**src/hdl/pee_pkg.sv**
```systemverilog
`default_nettype none

package pee_pkg;

	localparam int STACK_DEPTH = 64;
	localparam int CNT_W       = $clog2(STACK_DEPTH + 1);
	localparam int DATA_W      = 32;
	localparam int FRAC_W      = 16;
	// quotient bits of (|a| << 16) / |b|
	localparam int Q_BITS      = DATA_W + FRAC_W;
	localparam int STEP_W      = $clog2(Q_BITS);

	localparam logic [7:0] CH_PLUS    = 8'h2B;
	localparam logic [7:0] CH_MINUS   = 8'h2D;
	localparam logic [7:0] CH_STAR    = 8'h2A;
	localparam logic [7:0] CH_SLASH   = 8'h2F;
	localparam logic [7:0] CH_LOWER_A = 8'h61;
	localparam logic [7:0] CH_LOWER_Z = 8'h7A;

	localparam logic [2:0] STAT_OK               = 3'd0;
	localparam logic [2:0] STAT_OPERAND_LAST     = 3'd1;
	localparam logic [2:0] STAT_OPERATOR_EARLY   = 3'd2;
	localparam logic [2:0] STAT_EXCESS_OPERATORS = 3'd3;
	localparam logic [2:0] STAT_ILLEGAL_CHAR     = 3'd4;
	localparam logic [2:0] STAT_EXCESS_OPERANDS  = 3'd5;

	typedef enum logic [1:0] {
		OP_ADD,
		OP_SUB,
		OP_MUL,
		OP_DIV
	} op_t;

	typedef struct packed {
		logic push;
		logic pop;
	} cell_cmd_t;

	typedef struct packed {
		logic start;
		op_t  op;
	} alu_req_t;

	// Integer value of a letter, already in Q16.16.
	function automatic logic [DATA_W-1:0] letter_q16(input logic [4:0] idx);
		logic [5:0] v;
		begin
			case (idx)
				5'd0:  v = 6'd20;
				5'd1:  v = 6'd30;
				5'd2:  v = 6'd4;
				5'd3:  v = 6'd12;
				5'd4:  v = 6'd41;
				5'd5:  v = 6'd2;
				5'd6:  v = 6'd6;
				5'd7:  v = 6'd15;
				5'd8:  v = 6'd21;
				5'd9:  v = 6'd27;
				5'd10: v = 6'd31;
				5'd11: v = 6'd38;
				5'd12: v = 6'd10;
				5'd13: v = 6'd5;
				5'd14: v = 6'd16;
				5'd15: v = 6'd45;
				5'd16: v = 6'd14;
				5'd17: v = 6'd1;
				5'd18: v = 6'd33;
				5'd19: v = 6'd9;
				5'd20: v = 6'd39;
				5'd21: v = 6'd32;
				5'd22: v = 6'd24;
				5'd23: v = 6'd28;
				5'd24: v = 6'd46;
				5'd25: v = 6'd50;
				default: v = 6'd0;
			endcase
			letter_q16 = {{(DATA_W - FRAC_W - 6){1'b0}}, v, {FRAC_W{1'b0}}};
		end
	endfunction

endpackage

`default_nettype wire

```
**src/hdl/pee_alu.sv**
```systemverilog
`default_nettype none

// Q16.16 arithmetic unit. Add/sub register the result from idle,
// multiply uses a product register, divide one quotient bit per cycle.
module pee_alu (
	input  wire logic                      clk,
	input  wire logic                      arst_n,
	input  wire pee_pkg::alu_req_t         req,
	input  wire logic [pee_pkg::DATA_W-1:0] lhs,
	input  wire logic [pee_pkg::DATA_W-1:0] rhs,
	output logic                           done,
	output logic      [pee_pkg::DATA_W-1:0] result
);
	import pee_pkg::*;

	typedef enum logic [1:0] {
		A_IDLE,
		A_MUL,
		A_DIV,
		A_DSAT
	} alu_state_t;

	localparam logic [DATA_W-1:0] SAT_MAX = {1'b0, {(DATA_W-1){1'b1}}};
	localparam logic [DATA_W-1:0] SAT_MIN = {1'b1, {(DATA_W-1){1'b0}}};

	function automatic logic [DATA_W-1:0] mag32(input logic [DATA_W-1:0] v);
		mag32 = v[DATA_W-1] ? (~v + DATA_W'(1)) : v;
	endfunction

	// Sign a magnitude and clamp to 32 bits.
	function automatic logic [DATA_W-1:0] sat_mag(input logic [Q_BITS-1:0] mag,
	                                              input logic neg);
		logic big;
		begin
			big = |mag[Q_BITS-1:DATA_W-1];
			if (neg) begin
				sat_mag = big ? SAT_MIN : (~mag[DATA_W-1:0] + DATA_W'(1));
			end else begin
				sat_mag = big ? SAT_MAX : mag[DATA_W-1:0];
			end
		end
	endfunction

	alu_state_t          state_q;
	logic                done_q;
	logic [DATA_W-1:0]   result_q;
	logic                neg_q;
	logic [2*DATA_W-1:0] prod_s1;
	logic [Q_BITS-1:0]   num_q;
	logic [DATA_W-1:0]   den_q;
	logic [DATA_W-1:0]   rem_q;
	logic [STEP_W-1:0]   step_q;

	logic [DATA_W-1:0] mag_l, mag_r;
	logic              neg_in;
	logic [DATA_W:0]   sum, dif;
	logic [DATA_W-1:0] sum_sat, dif_sat, dz_val;
	logic [DATA_W:0]   shifted;
	logic [DATA_W+1:0] trial;
	logic              fits;

	always_comb begin
		mag_l   = mag32(lhs);
		mag_r   = mag32(rhs);
		neg_in  = lhs[DATA_W-1] ^ rhs[DATA_W-1];
		sum     = {lhs[DATA_W-1], lhs} + {rhs[DATA_W-1], rhs};
		dif     = {lhs[DATA_W-1], lhs} - {rhs[DATA_W-1], rhs};
		sum_sat = (sum[DATA_W] != sum[DATA_W-1]) ? (sum[DATA_W] ? SAT_MIN : SAT_MAX)
		                                         : sum[DATA_W-1:0];
		dif_sat = (dif[DATA_W] != dif[DATA_W-1]) ? (dif[DATA_W] ? SAT_MIN : SAT_MAX)
		                                         : dif[DATA_W-1:0];
		// divide by zero follows the dividend's sign
		if (lhs == '0) begin
			dz_val = '0;
		end else begin
			dz_val = lhs[DATA_W-1] ? SAT_MIN : SAT_MAX;
		end
		shifted = {rem_q, num_q[Q_BITS-1]};
		trial   = {1'b0, shifted} - {2'b00, den_q};
		fits    = ~trial[DATA_W+1];
	end

	always_ff @(posedge clk or negedge arst_n) begin
		if (!arst_n) begin
			state_q <= A_IDLE;
			done_q  <= 1'b0;
		end else begin
			done_q <= 1'b0;
			case (state_q)
				A_IDLE: begin
					if (req.start) begin
						neg_q <= neg_in;
						case (req.op)
							OP_ADD: begin
								result_q <= sum_sat;
								done_q   <= 1'b1;
							end
							OP_SUB: begin
								result_q <= dif_sat;
								done_q   <= 1'b1;
							end
							OP_MUL: begin
								prod_s1 <= {{DATA_W{1'b0}}, mag_l} * {{DATA_W{1'b0}}, mag_r};
								state_q <= A_MUL;
							end
							OP_DIV: begin
								if (rhs == '0) begin
									result_q <= dz_val;
									done_q   <= 1'b1;
								end else begin
									num_q   <= {mag_l, {FRAC_W{1'b0}}};
									den_q   <= mag_r;
									rem_q   <= '0;
									step_q  <= STEP_W'(Q_BITS - 1);
									state_q <= A_DIV;
								end
							end
							default: begin
								result_q <= '0;
								done_q   <= 1'b1;
							end
						endcase
					end
				end
				A_MUL: begin
					result_q <= sat_mag(prod_s1[2*DATA_W-1:FRAC_W], neg_q);
					done_q   <= 1'b1;
					state_q  <= A_IDLE;
				end
				A_DIV: begin
					// restoring step: quotient bits shift in behind the numerator
					rem_q <= fits ? trial[DATA_W-1:0] : shifted[DATA_W-1:0];
					num_q <= {num_q[Q_BITS-2:0], fits};
					if (step_q == '0) begin
						state_q <= A_DSAT;
					end else begin
						step_q <= step_q - STEP_W'(1);
					end
				end
				A_DSAT: begin
					result_q <= sat_mag(num_q, neg_q);
					done_q   <= 1'b1;
					state_q  <= A_IDLE;
				end
				default: state_q <= A_IDLE;
			endcase
		end
	end

	assign done   = done_q;
	assign result = result_q;

endmodule

`default_nettype wire

```
**config.mk**
```make
export PLATFORM = sky130hd
export DESIGN_NAME = pee_alu
export DESIGN_NICKNAME = d
export VERILOG_FILES = /design/src/hdl/pee_pkg.sv /design/src/hdl/pee_alu.sv
export SDC_FILE = /design/constraint.sdc
export NUM_CORES = 2
export LEC_CHECK = 0
export BUFFER_PORTS_ARGS = -buffer_cell sky130_fd_sc_hd__buf_2
export CAP_MARGIN = 10
export CORE_MARGIN = 5
export CORE_UTILIZATION = 54
export CTS_CLUSTER_SIZE = 14
export DETAILED_ROUTE_END_ITERATION = 8
export PLACE_DENSITY = 0.79
export SLEW_MARGIN = 20
export SYNTH_ARGS = -nofsm -noshare
export SYNTH_HDL_FRONTEND = slang
export SYNTH_SLANG_ARGS = --single-unit
```
**constraint.sdc**
```tcl
create_clock -name clk -period 6.03 [get_ports clk]
set_input_delay 0.3015 -clock clk [delete_from_list [all_inputs] [get_ports clk]]
set_output_delay 0.3015 -clock clk [all_outputs]
set_load 0.005 [all_outputs]
```
# Word level (Yosys, flattened, before mapping)
# Index checks and enable logic that the tools add are counted.
# W data, S select, Z words.
dict set report totals {
  register_bits 218
  in_bits 69
  out_inout_bits 33
  elab_cells 101
}
dict set report classes {
  n_addsub 8
  multipliers 1
  eq_ne 17
  mux 41
  bitwise 7
  n_reduce_logical 18
}
# operator count
set op_table {}
lappend op_table {{$mux W32} 20}
lappend op_table {{$pmux W32 S3} 2}
lappend op_table {{$mux W48} 3}
lappend op_table {{$add A32 B1 Y32 const B} 4}
lappend op_table {{$not A32 Y32} 4}
lappend op_table {{$pmux W48 S2} 1}
lappend op_table {{$logic_not A32 Y1} 2}
lappend op_table {{$mul A32 B32 Y64} 1}
lappend op_table {{$pmux W32 S2} 1}
lappend op_table {{$reduce_or A17 Y1} 2}
lappend op_table {{$sub A33 B32 Y34} 1}
lappend op_table {{$add A32 B32 Y33} 1}
lappend op_table {{$sub A32 B32 Y33} 1}
lappend op_table {{$mux W6} 4}
lappend op_table {{$reduce_and A5 Y1} 3}
lappend op_table {{$pmux W6 S2} 1}
lappend op_table {{$eq A2 B2 Y1 const B} 4}
lappend op_table {{$ne A2 B2 Y1 const B} 4}
lappend op_table {{$reduce_and A4 Y1} 2}
lappend op_table {{$logic_not A6 Y1} 1}
lappend op_table {{$mux W2} 3}
lappend op_table {{$ne A3 B3 Y1 const B} 2}
lappend op_table {{$pmux W2 S3} 1}
lappend op_table {{$reduce_and A6 Y1} 1}
lappend op_table {{other kinds (16)} 23}

# Logic depth before layout (Yosys ltp)
dict set report depth {
  depth_word 7
  depth_mapped 39
  ltp_nobuf 37
}

# Worst setup path before layout
# Ideal clock, no wire load.
dict set report synth_timing {
  path_type {in2reg}
  from {input rhs[0] (netlist bit)}
  to {register prod_s1[63] (data pin)}
  setup_ns 0.260
  t_arrival_ns 9.673
  required_time_ns 5.770
  path_slack_ns -3.903
  path_stages 35
  path_buffers 2
  path_cell_list {inv_1 clkbuf_1 ha_1 nand2_1 or4_4 or3_1 or3_4 or4_4 o21ai_0 xnor2_1 clkbuf_1 nand2_1 fa_1 inv_1 fa_1 fa_1 fa_1 fa_1 fa_1 fa_1 inv_1 fa_1 inv_1 ha_1 a21oi_1 o21ai_0 o21ba_2 o21ai_0 a311o_1 o2111ai_1 nand4b_1 a31oi_1 o21ai_1 a21oi_1 xnor2_1}
}
dict set report synth_between {
  elab_chain_cells 4
}
# element line_no
set synth_rtl {}
lappend synth_rtl {{from (decl)} pee_alu.sv:10} ;# input wire logic [pee_pkg::DATA_W-1:0] rhs,
lappend synth_rtl {{$not A32 Y32} pee_alu.sv:27} ;# mag32 = v[DATA_W-1] ? (~v + DATA_W'(1)) : v;
lappend synth_rtl {{$add A32 B1 Y32} pee_alu.sv:27}
lappend synth_rtl {{$mux W32 *} pee_alu.sv:27}
lappend synth_rtl {{$mul A32 B32 Y64 *} pee_alu.sv:103} ;# prod_s1 <= {{DATA_W{1'b0}}, mag_l} * {{DATA_W{1'b0}}, mag_r};
lappend synth_rtl {{to (signal assigned)} pee_alu.sv:103}
lappend synth_rtl {{to (decl)} pee_alu.sv:48} ;# logic [2*DATA_W-1:0] prod_s1;
# Every way passes the cells marked *; elsewhere a longest branch is shown, timed or not.
# A chain may end at the register's enable or synchronous reset.

# Worst setup path in the final report
dict set report layout_timing {
  from {input rhs[3] (netlist bit)}
  to {register prod_s1[63] (data pin)}
}
# The elaborated chain is that of the path after synthesis.

==> metrics.md <==
| Metric | Value |
|---|---|
| Vias | 43.0k |
| Slew margin rel. | 0.308 |
| Initial antenna violation count | 7 |
| Most Crowded Layer GR | met2 |
| Most frequent cells in the layout | inv_1, fa_1, nor2_1 |
| Seq cells post-synth | 202 |
| Crit path kind | in -> reg |
| IO buf count | 101 |
| Critical Path RT | 6330 ps |
| Worst Skew | 11.9 ps |
| Core box area | 88200 um2 |
| Total Wirelength | 183000 um |
| I/O Pins | 102 |
| Post-synthesis mux area share | 0.00682 |
| Synthesized-area fraction occupied by adder cells | 0.471 |
| Crit path time final | 9350 ps |
| Placed insts | 7210 |
| Die Y | 308 um |
| Final worst-path cycle share | 1.55 |
| Nets | 7486 |
| Fin cells | 7342 |
| Largest net degree at the start of global routing | 91 |
| GR Layer Usage met2 | 0.611 |
| Synth warn | 0 |
| Worst Setup Start Kind | input pin |
| Number of global-route vias before repair | 44.9k |
| Via density | 5.86 |
| Routed WL per cell | 25.0 um |
| Register-to-Register Path Depth | 13 |
| GRT Util Overall | 0.384 |
| Worst skew pair latency | 560 ps |
| Met3 usage | 0.0906 |
| Slowest stage cell, crit path | fa_1 |
| Row cnt | 109 |
| Synth Area in Simple Gates | 0.150 |
| CP max stage delay | 550 ps |
| Starting density of the core | 0.543 |
| Top delay family on crit path | adder cells |
| Post-Syn Nets | 6802 |
| RD Place Congestion | 1.08 |
| Pre-CTS WS | -4090 ps |
| Clk root buf | clkbuf_16 |
| Hpwl dp | 151000 um |
| Fmax | 107 MHz |
| Area grow syn2layout | 23.3% |
| Post-DRT Antenna Nets | 0 |
| Failing checks | setup timing |
| Initial DRC count | 4473 |
| Cell variety after synth | 97 |
| Crit-path max FO | 5 |
| CP Capture Type | register |
| Worst-path clk slew | 60 ps |
| Most used DFF post-synth | edfxtp_1 |
| Largest family of logic cells by synthesized area | adder cells |
| Number of CTS-inserted buffers | 23 |
| Cells after Synth | 5473 |
| Synth Area in Compound Gates | 0.0964 |
| Post-synth ARST share | 0.0149 |
| CTS Sinks | 202 |
| CTS Buffer Depth | 3 |
| TritonRoute pass-1 iters | 8 |
| Stages on the worst setup path | 35 |
| RSZ-0062 raised after global routing | true |
| Count of pins over their slew limit | 0 |
| Most common cell after layout, fill and taps aside | inv_1 |
| Worst slew pin tran | 1040 ps |
| Final Util | 0.669 |
| XOR/XNOR share of the synthesized area | 0.0459 |
| GRT overflow | 0 |
| Sequential share of the synthesized area | 0.126 |
| DRC viols | 0 |
| Synth Cell Area | 47900 um2 |
| Layout cell share with drive strength beyond 1 | 0.215 |
| # setup viols final | 48 |
| Number of synthesized flops with an enable pin | 199 |
| Buffers and inverters on the worst path | 6 |
| Status | finished with violations |
| CTS tree | yes |
| Mean Syn Cell Area | 8.75 um2 |
| Met1 usage | 0.473 |
| First-pass GRT wire length | 272000 um |
| Die area | 94800 um2 |
| Fill cells | 6961 |
| H-tree levels | 1 |
| Final Hold Viols | 0 |
| Max cap viols | 0 |
| Crit-path most repeated cell | fa_1 |
| Crit path DAT | 9650 ps |
| Worst hold path class | in -> async |
| Die width | 308 um |
| Final setup margin | -3320 ps |
| Hold slack | 94.2 ps |
-- cell usage after synthesis, types with 25 or more instances --
cell type,number,area share
inv_1,1020,0.080
fa_1,898,0.38
nor2_1,783,0.061
nand2_1,604,0.047
ha_1,362,0.095
a21oi_1,228,0.024
clkbuf_1,217,0.017
edfxtp_1,199,0.12
xnor2_1,169,0.031
o21ai_0,157,0.016
xor2_1,75,0.014
nor3_1,61,0.0064
a21o_1,46,0.0072
o31ai_1,35,0.0055
nand3_1,34,0.0036
nand2b_1,33,0.0043
o21bai_1,31,0.0049
and2_1,30,0.0039
mux2i_1,29,0.0061
or3_1,27,0.0035
nand4_1,26,0.0034
nor4_1,26,0.0034
nor2b_1,25,0.0033
o21a_1,25,0.0039
-- worst reg2reg max path: stages, from the launching register on --
cell	delay [ps]
edfxtp_1	410
ha_1	360
a21o_1	190
a21oi_1	170
a21boi_1	150
o311ai_1	420
a21boi_1	210
a221o_1	450
a211oi_1	260
o21bai_1	150
a211o_1	550
buf_4	330
mux2_1	340
and2_1	160
-- path summary, 6_finish.rpt --
path	end	slack, ps	start
setup / recovery	prod_s1[63]	-3320	rhs[3]
hold reg to reg	num_q[47]	590	num_q[46]
max in group asynchronous	state_q[1]	5790	arst_n
min in group clk	state_q[0]	120	req[2]
hold / removal	done	90	arst_n
setup reg to reg	rem_q[12]	1650	rem_q[2]
-- area by class of cell --
cell class	count	area, um2	area share
well taps	1165	1460	0.0247
clock inverters	14	139	0.00235
multi-input cells	3975	39200	0.663
clock buffers	27	591	0.0100
diodes	4	10.0	0.000170
repair buffers	917	7660	0.130
flip-flops and latches	202	6050	0.103
inverters	1038	3960	0.0671
-- kinds of logic after synthesis --
group / count (synthesis)
AO/OA/AOI/OAI: 724
XOR/XNOR: 247
adder cells (fa/ha/maj): 1264
buffers and inverters: 1296
flip-flops: 202
multiplexers: 32
AND/OR/NAND/NOR: 1708
-- flip-flops by register name (all words and copies together), names as in the netlist --
name and count:
neg_q 1, done 1, result 32, state_q 2, prod_s1 48, step_q 6
num_q 48, den_q 32, rem_q 32
-- stage by stage --
stage,area (um2),setup TNS (ps)
3_5_place_dp,55900,-160340
3_3_place_gp,55900,-156110
2_1_floorplan,48700,-114200
5_1_grt,59000,-133950
4_1_cts,58100,-119650
6_report,59000,-125300
-- what timing repair did --
| item | 4_1_cts | 5_1_grt |
|---|---|---|
| gates cloned | 1 | 0 |
| hold buffers | 1 | 0 |
| endpoints found under the hold margin | 3 | 0 |
| resized for setup | 225 | 140 |
| pin swaps | 62 | 90 |
| endpoints found under the setup margin | 48 | 48 |
| buffers inserted | 57 | 45 |
-- metal layers --
layer  routed length, um  share of wire  up-vias
met2               82800           0.45     2534
li1                    -              -    18500
met1               64700           0.35    21300
met3               19700           0.11      703
met5                  34        0.00019        -
met4               16000          0.087        6
Power is left out: the tool's default activity adds up to more than one toggle a clock period on the data nets, which glitch-free logic cannot reach.
