## src/hdl/pee_pkg.sv

```systemverilog
`default_nettype none

package pee_pkg;

	localparam int STACK_DEPTH = 64;
	localparam int CNT_W       = $clog2(STACK_DEPTH + 1);
	localparam int DATA_W      = 32;
	localparam int FRAC_W      = 16;
	// quotient bits of (|a| << 16) / |b|
	localparam int Q_BITS      = DATA_W + FRAC_W;
	localparam int STEP_W      = $clog2(Q_BITS);

	localparam logic [7:0] CH_PLUS    = 8'h2B;
	localparam logic [7:0] CH_MINUS   = 8'h2D;
	localparam logic [7:0] CH_STAR    = 8'h2A;
	localparam logic [7:0] CH_SLASH   = 8'h2F;
	localparam logic [7:0] CH_LOWER_A = 8'h61;
	localparam logic [7:0] CH_LOWER_Z = 8'h7A;

	localparam logic [2:0] STAT_OK               = 3'd0;
	localparam logic [2:0] STAT_OPERAND_LAST     = 3'd1;
	localparam logic [2:0] STAT_OPERATOR_EARLY   = 3'd2;
	localparam logic [2:0] STAT_EXCESS_OPERATORS = 3'd3;
	localparam logic [2:0] STAT_ILLEGAL_CHAR     = 3'd4;
	localparam logic [2:0] STAT_EXCESS_OPERANDS  = 3'd5;

	typedef enum logic [1:0] {
		OP_ADD,
		OP_SUB,
		OP_MUL,
		OP_DIV
	} op_t;

	typedef struct packed {
		logic push;
		logic pop;
	} cell_cmd_t;

	typedef struct packed {
		logic start;
		op_t  op;
	} alu_req_t;

	// Integer value of a letter, already in Q16.16.
	function automatic logic [DATA_W-1:0] letter_q16(input logic [4:0] idx);
		logic [5:0] v;
		begin
			case (idx)
				5'd0:  v = 6'd20;
				5'd1:  v = 6'd30;
				5'd2:  v = 6'd4;
				5'd3:  v = 6'd12;
				5'd4:  v = 6'd41;
				5'd5:  v = 6'd2;
				5'd6:  v = 6'd6;
				5'd7:  v = 6'd15;
				5'd8:  v = 6'd21;
				5'd9:  v = 6'd27;
				5'd10: v = 6'd31;
				5'd11: v = 6'd38;
				5'd12: v = 6'd10;
				5'd13: v = 6'd5;
				5'd14: v = 6'd16;
				5'd15: v = 6'd45;
				5'd16: v = 6'd14;
				5'd17: v = 6'd1;
				5'd18: v = 6'd33;
				5'd19: v = 6'd9;
				5'd20: v = 6'd39;
				5'd21: v = 6'd32;
				5'd22: v = 6'd24;
				5'd23: v = 6'd28;
				5'd24: v = 6'd46;
				5'd25: v = 6'd50;
				default: v = 6'd0;
			endcase
			letter_q16 = {{(DATA_W - FRAC_W - 6){1'b0}}, v, {FRAC_W{1'b0}}};
		end
	endfunction

endpackage

`default_nettype wire

```

## src/hdl/pee_cell.sv

```systemverilog
`default_nettype none

// One stack entry. Push takes the neighbor nearer the top, pop the one below.
module pee_cell (
	input  wire logic                      clk,
	input  wire pee_pkg::cell_cmd_t        cmd,
	input  wire logic [pee_pkg::DATA_W-1:0] left,
	input  wire logic [pee_pkg::DATA_W-1:0] right,
	output logic      [pee_pkg::DATA_W-1:0] value
);
	import pee_pkg::*;

	logic [DATA_W-1:0] value_q;

	always_ff @(posedge clk) begin
		if (cmd.push) begin
			value_q <= left;
		end else if (cmd.pop) begin
			value_q <= right;
		end
	end

	assign value = value_q;

endmodule

`default_nettype wire

```

## config.mk

```make
export PLATFORM = sky130hd
export DESIGN_NAME = pee_cell
export DESIGN_NICKNAME = d
export VERILOG_FILES = /design/src/hdl/pee_pkg.sv /design/src/hdl/pee_cell.sv
export SDC_FILE = /design/constraint.sdc
export NUM_CORES = 1
export LEC_CHECK = 0
export ABC_AREA = 1
export BUFFER_PORTS_ARGS = -buffer_cell sky130_fd_sc_hd__buf_4
export CAP_MARGIN = 20
export CORE_MARGIN = 1
export CORE_UTILIZATION = 36
export DETAILED_ROUTE_END_ITERATION = 12
export PLACE_DENSITY = 0.82
export SYNTH_ARGS = -nofsm -noshare
export SYNTH_HDL_FRONTEND = slang
export SYNTH_SLANG_ARGS = --single-unit
```

## constraint.sdc

```tcl
create_clock -name clk -period 1.2 [get_ports clk]
set_clock_uncertainty 0.2 [all_clocks]
set_input_delay 0.12 -clock clk [delete_from_list [all_inputs] [get_ports clk]]
set_output_delay 0.12 -clock clk [all_outputs]
set_load 0.005 [all_outputs]
```

== Word-level counts from Yosys, hierarchy flattened ==
Cells that the tools add are included.
Widths: inputs -> output; s select.
Word-level totals
  flip-flop bits (word level): 32
  output and inout bits: 32
  input bits: 67
Operators by class
  mux-type cells: 2
  reductions and logical operators: 1
Operator list (count)
  $mux 32: 2
  $reduce_bool 2->1: 1

== Depth between registers and ports, before layout ==
Gate-level depths: netlist of the first run.
  word-level depth: 2
  depth in mapped cells: 5

== Worst setup path before layout of the first run ==
Ideal clock, no wire load.
  kind: in2reg
  start point: input cmd[1] in the netlist's numbering
  end point: register value_q[0] (netlist: value[0]) (enable)
  arrival: 751 ps
  buffers on the path: 1
  library setup time: 329 ps
  stages on the path: 2
  slack: -80 ps
  cells stage by stage: buf_6 > or2_2
Between the ends
  word-level cells in the longest chain between the ends: 1
RTL lines
  start, declared: RTL line pee_cell.sv:6  | input wire pee_pkg::cell_cmd_t cmd,
  $reduce_bool 2->1 (no line)
  end signal, assigned: RTL line pee_cell.sv:17  | value_q <= left;
  end signal, assigned: RTL line pee_cell.sv:19  | value_q <= right;
  end, declared: RTL line pee_cell.sv:13  | logic [DATA_W-1:0] value_q;
Every way passes these cells.
A chain may end at the register's enable or synchronous reset.

== Final worst setup path of the first run ==
  start point: register value_q[15] (netlist: value[15])
  end point: output value[15] in the netlist's numbering
RTL lines
  end, declared: RTL line pee_cell.sv:9  | output logic [pee_pkg::DATA_W-1:0] value
No word-level cell between the ends.

==> results of run 1 <==
-- synthesized netlist by cell type --
| cell type | number | area [µm²] |
|---|---|---|
| nand2_1 | 96 | 360 |
| inv_4 | 1 | 6.26 |
| buf_6 | 4 | 45.0 |
| buf_4 | 3 | 22.5 |
| or2_2 | 1 | 6.26 |
| edfxtp_1 | 32 | 961 |
-- cell type report --
class                      instances  area (µm²)  area share (%)
timing repair buffer             163        1400            48.6
clock inverter                     1        3.75           0.131
clock buffer                       7        76.3            2.66
inverter                           1        6.26           0.218
multi-input combinational         97         369            12.8
sequential                        32         961            33.4
tap                               48        60.1            2.09
-- worst max path at each step --
stage | end | cells after the start
floorplan | value[0]$_DFFE_PP_ | 2
CTS | value[8] | 1
global route | value[15] | 1
detailed placement | value[14]$_DFFE_PP_ | 2
finish | value[15] | 1
global placement | value[14]$_DFFE_PP_ | 2
-- power by group through the flow --
stage / registers [mW] / logic (mW) / clock network (mW)
floorplan: 1.45 / 0.134 / 0
detailed placement: 1.43 / 0.512 / 0
global placement: 1.42 / 0.501 / 0
CTS: 1.41 / 0.678 / 0.774
global route: 1.42 / 0.754 / 0.818
finish: 1.41 / 0.698 / 0.764
-- worst min-delay path, delay by kind of cell --
family	cells	cell delay, ps
AND/OR/NAND/NOR	2	110
buffers and inverters	2	280
-- cells by family (layout without fill, tap and decap cells) --
kind of cell  count (synthesis)  after routing  share of synthesized area, %
buf+inv                       8            172                          5.27
simple gates                 97             97                          26.2
flops                        32             32                          68.6
-- stage by stage --
| step | util, % | cell area [µm²] | std cells | hold WS, ps |
|---|---|---|---|---|
| floorplan | - | 1400 | 137 | 98.6 |
| global placement | 58.3 | 2150 | 277 | 184 |
| detailed placement | 58.3 | 2150 | 277 | 186 |
| CTS | 77.9 | 2870 | 349 | 142 |
| global route | 77.9 | 2870 | 349 | 185 |
| finish | 77.9 | 2870 | 349 | 158 |
-- what timing repair did --
item                                   4_1_cts  5_1_grt
resized for setup                            0        0
endpoints found under the hold margin       32        0
hold buffers                                64        0
buffers inserted                             0        0
-- layer usage --
| metal | track usage [%] | vias up | routed length, µm |
|---|---|---|---|
| met5 | 0 | - | 0 |
| met1 | 20.6 | 683 | 1470 |
| li1 | - | 763 | - |
| met3 | 4.11 | 10 | 272 |
| met2 | 47.5 | 74 | 2720 |
| met4 | 10.3 | 0 | 110 |
==> reports/metrics.yaml, run 1 <==
swShare_pct: 22.3
drt_iter0_markers: 72
nFillCells: 245
numPortBuffers: 98
status: "finished, final reports clean"
worstPathArrival_ps: 800
hp-class: "in2reg"
grt_pass1_wl_um: 7050
finalSetupTns_ps: 0
start_util_pct: 38.0
drc: 0
coreArea_um2: 3690
io_pins: 99
final_common_cell: "buf_4"
powerDensity_nw_per_um2: 999
diodes: 0
critPathLaunch: "value[15]$_DFFE_PP_"
die_h_um: 64.4
post_drt_wl_per_cell_um: 13.1
viasPerCell: 4.38
cp_max_fo: 1
p_switching_mw: 0.639
total_power_mw: 2.87
synth-seq-cells: 32
synth_fp_nets: 204
grt_pass1_vias: 1596
clk_path_buf_depth: 2
min_to: "value[2]$_DFFE_PP_"
finalCriticalPeriod_ps: 1120
grt_setup_unrepaired: "no"
pre_cts_ws_ps: 6.03
path_class: "reg2out"
p_int_mw: 2.23
seq_power_share_pct: 49.1
grt_max_degree: 34
mostFrequentLayoutCells: "buf_4 (98), nand2_1 (96), dlygate4sd3_1 (64)"
cts.htree.levels: 2
period_share_pct: 93.6
rows: 22
fmax_mhz: 891
finalHoldViolations: 0
die_area_um2: 4150
drive_gt1_share_pct: 35.2
finish.net_count: 367
critical_path.cell_chain: "buf_4"
min_path_cells: 4
num_vias: 1530
yosys_warnings: 0
clkPwrFrac_pct: 26.6
cp_num_buf_inv: 1
grt_use_total_pct: 22.9
drt_wl_total_um: 4580
grt_overflow: 0
leakage_nw: 1.41
maxCapViolations: 0
min_from: "cmd[1]"
power_frac_comb_pct: 24.3
ant_nets: 0
synthesis.area_um2: 1400
die_w_um: 64.4
ir_worst_vdd_mv: 0.638
worst_setup_path_start_kind: "flip-flop"
finalMaxSlewViolations: 0
largest_register_ffs: 32
area_growth_pct: 105
relSlewSlack_pct: 71.5
worst_pin_slew_ps: 428
max_stage_delay_ps: 380
yosysSeqAreaShare_pct: 68.6
endpoint_kind: "output pin"
slowest_stage: "edfxtp_1"
setup_viol: 0
cts.sinks: 32
syn_inst: 137
cts_root_buf: "clkbuf_8"
crit_family: "flip-flops"
yosysUniqueCellTypes: 6
numCtsBuffers: 5
clkSlewWorstSetupHoldPaths_ps: 60
antenna_found_initial: 0
setup_slack_ps: 77.2
syn_avg_cell_area_um2: 10.2
cts_tree: "done"
worstPathRequired_ps: 880
dr.pass1.iters: 7
gp_congestion: 0.744
Power figures use the tool's default switching activity.
==> run 2: changes to the inputs <==
Settings changed: ABC_AREA 1 to not set, CORE_UTILIZATION 36 to 37.
==> run 2 against run 1 <==
Compared with the run above: the run now ends with hold timing, setup timing left; synthesized cell count fell by 50%; sequential power about the same; critical path depth rose by 2; critical path type is now in2reg; largest power group unchanged.
==> reports/metrics.yaml, run 2 <==
violations: "hold timing, setup timing"
cts.htree.levels: 2  # unchanged
min_to: "value[9]$_DFFE_PP_"  # was value[2]$_DFFE_PP_
synth_flop_cell: "edfxtp_1"  # unchanged
drt_wl_total_um: 4170  # was 4580 µm
synth_top_area_share_pct: 63.7  # was 68.6%
status: "complete, but fails checks"  # was finished, final reports clean
yosys-top-cells-count: "edfxtp_1 (32), mux2_4 (29), buf_12 (3), mux2_2 (3)"  # was nand2_1 (96), edfxtp_1 (32), buf_6 (4)
final_common_cell: "buf_4"  # unchanged
dr.pass1.iters: 5  # was 7
leakage_nw: 1.37  # was 1.41 nW
drive_gt1_share_pct: 62.6  # was 35.2%
synth_fp_nets: 136  # was 204
cp_max_fo: 1  # unchanged
post-synth-top-count-cell: "edfxtp_1"  # was nand2_1
yosys_warnings: 0  # unchanged
viasPerCell: 4.48  # was 4.38
grt_overflow: 0  # unchanged
finalSetupTns_ps: -420  # was 0 ps
hp-class: "in2reg"  # unchanged
finalCriticalPeriod_ps: 1250  # was 1120 ps
critPathLaunch: "left[18]"  # was value[15]$_DFFE_PP_
period_share_pct: 104  # was 93.6%
synth-seq-cells: 32  # unchanged
gp_congestion: 0.765  # was 0.744
setup_viol: 22  # was 0
coreArea_um2: 3770  # was 3690 µm²
fmax_mhz: 797  # was 891 MHz
cts.sinks: 32  # unchanged
min_path_cells: 2  # was 4
num_vias: 1210  # was 1530
diodes: 0  # unchanged
finish.net_count: 288  # was 367
cts_root_buf: "clkbuf_8"  # unchanged
yosysSeqAreaShare_pct: 63.7  # was 68.6%
yosys-top-cells-area: "edfxtp_1 (64%), mux2_4 (29%), buf_12 (4.0%), mux2_2 (2.2%), buf_6 (0.75%)"  # was edfxtp_1 (69%), nand2_1 (26%), buf_6 (3.2%), buf_4 (1.6%), inv_4 (0.45%)
numCtsBuffers: 5  # unchanged
min_from: "right[9]"  # was cmd[1]
total_power_mw: 3.11  # was 2.87 mW
path_class: "in2reg"  # was reg2out
synthesis.area_um2: 1510  # was 1400 µm²
ir_worst_vdd_mv: 0.675  # was 0.638 mV
relSlewSlack_pct: 71.8  # was 71.5%
drt_iter0_markers: 21  # was 72
post_drt_wl_per_cell_um: 15.5  # was 13.1 µm
clkSlewWorstSetupHoldPaths_ps: 70  # was 60 ps
mostFrequentLayoutCells: "buf_4 (98), dlygate4sd3_1 (44), edfxtp_1 (32)"  # was buf_4 (98), nand2_1 (96), dlygate4sd3_1 (64)
worstPathRequired_ps: 1030  # was 880 ps
die_h_um: 65.8  # was 64.4 µm
critical_path.cell_chain: "dlygate4sd3_1 > buf_4 > mux2_4"  # was buf_4
finalMaxSlewViolations: 0  # unchanged
grt_pass1_vias: 1143  # was 1596
grt_use_total_pct: 17.5  # was 22.9%
worst_setup_path_start_kind: "input pin"  # was flip-flop
yosysUniqueCellTypes: 6  # unchanged
hold_slack_ps: -48.9  # was 158 ps
syn_inst: 69  # was 137
worstPathArrival_ps: 1080  # was 800 ps
start_util_pct: 40.0  # was 38.0%
ant_nets: 0  # unchanged
numPortBuffers: 98  # unchanged
powerDensity_nw_per_um2: 1080  # was 999 nW/µm²
max_stage_delay_ps: 570  # was 380 ps
grt_pass1_wl_um: 5260  # was 7050 µm
slowest_stage: "dlygate4sd3_1"  # was edfxtp_1
die_area_um2: 4330  # was 4150 µm²
synth-edff-count: 32  # unchanged
worst_pin_slew_ps: 422  # was 428 ps
drc: 0  # unchanged
die_w_um: 65.8  # was 64.4 µm
antenna_found_initial: 0  # unchanged
area_growth_pct: 91.3  # was 105%
maxCapViolations: 0  # unchanged
clk_path_buf_depth: 2  # unchanged
yosys.area.top_type: "edfxtp_1"  # unchanged
rows: 22  # unchanged
io_pins: 99  # unchanged
syn_avg_cell_area_um2: 21.9  # was 10.2 µm²
setup_slack_ps: -54.0  # was 77.2 ps
endpoint_kind: "flip-flop"  # was output pin
grt_max_degree: 33  # was 34
ys_async_sr_fraction_pct: 0  # unchanged
largest_register_ffs: 32  # unchanged
finalHoldViolations: 10  # was 0
cts_tree: "done"  # unchanged
[run 2: final cells by class]
cell class	instances	area, µm²
Clock buffer	5	68.8
Clock inverter	3	37.5
Fill cell	198	887
Multi-Input combinational cell	33	478
Sequential cell	32	961
Tap cell	48	60.1
Timing Repair Buffer	149	1280
[run 2: kinds of logic (layout without fill, tap and decap cells)]
family	count (synthesis)	in the layout	synth area share (%)
AND/OR/NAND/NOR	1	1	0.415
buffers and inverters	4	157	4.73
flip-flops	32	32	63.7
multiplexers	32	32	31.1
[run 2: worst max-delay path: cells and delay by family]
kind                   cells  cell delay (ps)
buffers and inverters      2              720
muxes                      1              240
[run 2: how the worst max path moves through the flow]
| stage | to | slack [ps] | depth (start not counted) |
|---|---|---|---|
| final | value[18]$_DFFE_PP_ | -50 | 3 |
| after global routing | value[4]$_DFFE_PP_ | -50 | 3 |
| after CTS | value[6]$_DFFE_PP_ | 0.6 | 3 |
| after detailed placement | value[31]$_DFFE_PP_ | -30 | 3 |
| after global placement | value[29]$_DFFE_PP_ | 5 | 3 |
| after floorplan | value[0]$_DFFE_PP_ | -20 | 3 |
[run 2: power by group]
group / internal [mW] / switching (mW) / total, mW
registers: 1.37 / 0.0394 / 1.41
clock network: 0.604 / 0.376 / 0.980
logic: 0.513 / 0.202 / 0.715
total: 2.49 / 0.618 / 3.11
[run 2: routing by layer]
layer | GRT usage (%) | vias up | routed length [µm]
li1 | - | 570 | -
met1 | 15.6 | 566 | 1410
met3 | 9.14 | 8 | 384
met4 | 10.1 | 0 | 77
met5 | 0 | - | 0
met2 | 30.9 | 66 | 2300
[run 2: timing repair]
action                                  CTS  global route
endpoints found under the setup margin    0             5
hold buffers                             21            29
endpoints found under the hold margin    32            28
setup buffers                             0             0
gates resized for setup                   0             6
[run 2: stage by stage]
| step | std cells | instance area, µm² | utilization, % | worst slack, ps |
|---|---|---|---|---|
| 2_1_floorplan | 69 | 1520 | - | -19.7 |
| 3_3_place_gp | 213 | 2270 | 60.3 | 4.65 |
| 3_5_place_dp | 213 | 2270 | 60.3 | -28.5 |
| 4_1_cts | 242 | 2590 | 68.7 | 0.600 |
| 5_1_grt | 270 | 2880 | 76.5 | -49.7 |
| 6_report | 270 | 2880 | 76.5 | -54.0 |
==> run 3: changes to the inputs <==
Settings changed: CAP_MARGIN 20 to 15, SKIP_LAST_GASP set to 1.
==> run 3 against run 2 <==
Compared with the run above: the flow still finishes with violations (hold timing, setup timing); fmax increased by 0.32%; combinational power increased by 2%; cell count up 0.74%; critical path depth unchanged; final area is 0.78% higher; total power is 0.42% higher; largest cell class unchanged; highest routed layer unchanged.
==> reports/metrics.yaml, run 3 (same netlist as run 2, synthesis figures left out) <==
status: "complete, but fails checks"  # unchanged
violations: "hold timing, setup timing"  # unchanged
cts.htree.levels: 2  # unchanged
placedCellCount: 213  # unchanged
drt_iter0_markers: 36  # was 21
period_share_pct: 104  # about the same
min_from: "right[24]"  # was right[9]
numPortBuffers: 98  # unchanged
viasPerCell: 4.58  # was 4.48
grt_overflow: 0  # unchanged
max_stage_delay_ps: 540  # was 570 ps
powerDensity_nw_per_um2: 1070  # was 1080 nW/µm²
diodes: 0  # unchanged
gp_congestion: 0.765  # unchanged
rows: 22  # unchanged
drt_wl_total_um: 4420  # was 4170 µm
largest_register_ffs: 32  # unchanged
clk_path_buf_depth: 2  # unchanged
die_w_um: 65.8  # unchanged
critical_path.cell_chain: "dlygate4sd3_1 > buf_4 > mux2_4"  # unchanged
numCtsBuffers: 5  # unchanged
hold_slack_ps: -48.0  # was -48.9 ps
start_util_pct: 40.0  # unchanged
leakage_nw: 1.38  # was 1.37 nW
io_pins: 99  # unchanged
setup_slack_ps: -50.0  # was -54.0 ps
maxCapViolations: 0  # unchanged
worst_setup_path_start_kind: "input pin"  # unchanged
drive_gt1_share_pct: 61.6  # was 62.6%
ir_worst_vdd_mv: 1.02  # was 0.675 mV
relSlewSlack_pct: 72.5  # was 71.8%
die_area_um2: 4330  # unchanged
final_core_util_pct: 77.1  # was 76.5%
cts.sinks: 32  # unchanged
grt_pass1_vias: 1143  # unchanged
die_h_um: 65.8  # unchanged
area_growth_pct: 92.8  # was 91.3%
fin_cells: 272  # was 270
finalCriticalPeriod_ps: 1250  # about the same
worst_pin_slew_ps: 413  # was 422 ps
slowest_stage: "dlygate4sd3_1"  # unchanged
cp_max_fo: 1  # unchanged
clkSlewWorstSetupHoldPaths_ps: 60  # was 70 ps
finalMaxSlewViolations: 0  # unchanged
cts_setup_buffers: 0  # unchanged
antenna_found_initial: 0  # unchanged
grt_pass1_wl_um: 5260  # unchanged
endpoint_kind: "flip-flop"  # unchanged
pre_cts_ws_ps: -28.5  # unchanged
finalHoldViolations: 9  # was 10
coreArea_um2: 3770  # unchanged
hp-class: "in2reg"  # unchanged
cts_tree: "done"  # unchanged
total_power_mw: 3.12  # was 3.11 mW
finalSetupTns_ps: -466  # was -420 ps
finish.net_count: 290  # was 288
drc: 0  # unchanged
cp_num_buf_inv: 2  # unchanged
dr.pass1.iters: 4  # was 5
min_to: "value[24]$_DFFE_PP_"  # was value[9]$_DFFE_PP_
min_path_cells: 2  # unchanged
grt_setup_unrepaired: "yes"
dpl_cell_area_um2: 2270  # unchanged
setup_viol: 24  # was 22
ant_nets: 0  # unchanged
worstPathArrival_ps: 1070  # was 1080 ps
crit_family: "buffers and inverters"  # unchanged
cts_root_buf: "clkbuf_8"  # unchanged
post_drt_wl_per_cell_um: 16.2  # was 15.5 µm
grt_max_degree: 33  # unchanged
fmax_mhz: 800  # was 797 MHz
grt_use_total_pct: 17.5  # unchanged
path_class: "in2reg"  # unchanged
worstPathRequired_ps: 1020  # was 1030 ps
fin_area_um2: 2910  # was 2880 µm²
num_vias: 1245  # was 1210
mostFrequentLayoutCells: "buf_4 (97), dlygate4sd3_1 (47), edfxtp_1 (32)"  # was buf_4 (98), dlygate4sd3_1 (44), edfxtp_1 (32)
final_common_cell: "buf_4"  # unchanged
## run 3: worst max path at each step
stage                     depth (start not counted)                   to  slack, ps  startpoint
after global placement                            3  value[29]$_DFFE_PP_          5      cmd[1]
after global routing                              3  value[16]$_DFFE_PP_        -40    left[16]
after CTS                                         3   value[6]$_DFFE_PP_        0.6     left[6]
after detailed placement                          3  value[31]$_DFFE_PP_        -30      cmd[1]
final                                             3  value[12]$_DFFE_PP_        -50   right[12]
after floorplan                                   3   value[0]$_DFFE_PP_        -20      cmd[1]
## run 3: layout make-up
cell class	instances	area, µm²
Tap cell	48	60.1
Clock buffer	5	68.8
Sequential cell	32	961
Timing Repair Buffer	151	1300
Fill cell	204	865
Multi-Input combinational cell	33	478
Clock inverter	3	37.5
## run 3: timing repair
action / CTS / global route
hold buffers: 21 / 31
endpoints found under the hold margin: 32 / 28
setup endpoints to repair: 0 / 5
gates resized for setup: 0 / 5
## run 3: per-layer routing
| metal | GRT usage, % | wire [µm] |
|---|---|---|
| met5 | 0 | 0 |
| met2 | 30.9 | 2300 |
| met1 | 15.6 | 1650 |
| met3 | 9.14 | 375 |
| met4 | 10.1 | 86 |
## run 3: report_power, final
| group | switching, mW | total [mW] | internal [mW] |
|---|---|---|---|
| clock network | 0.374 | 0.978 | 0.604 |
| registers | 0.0430 | 1.42 | 1.37 |
| logic | 0.209 | 0.726 | 0.517 |
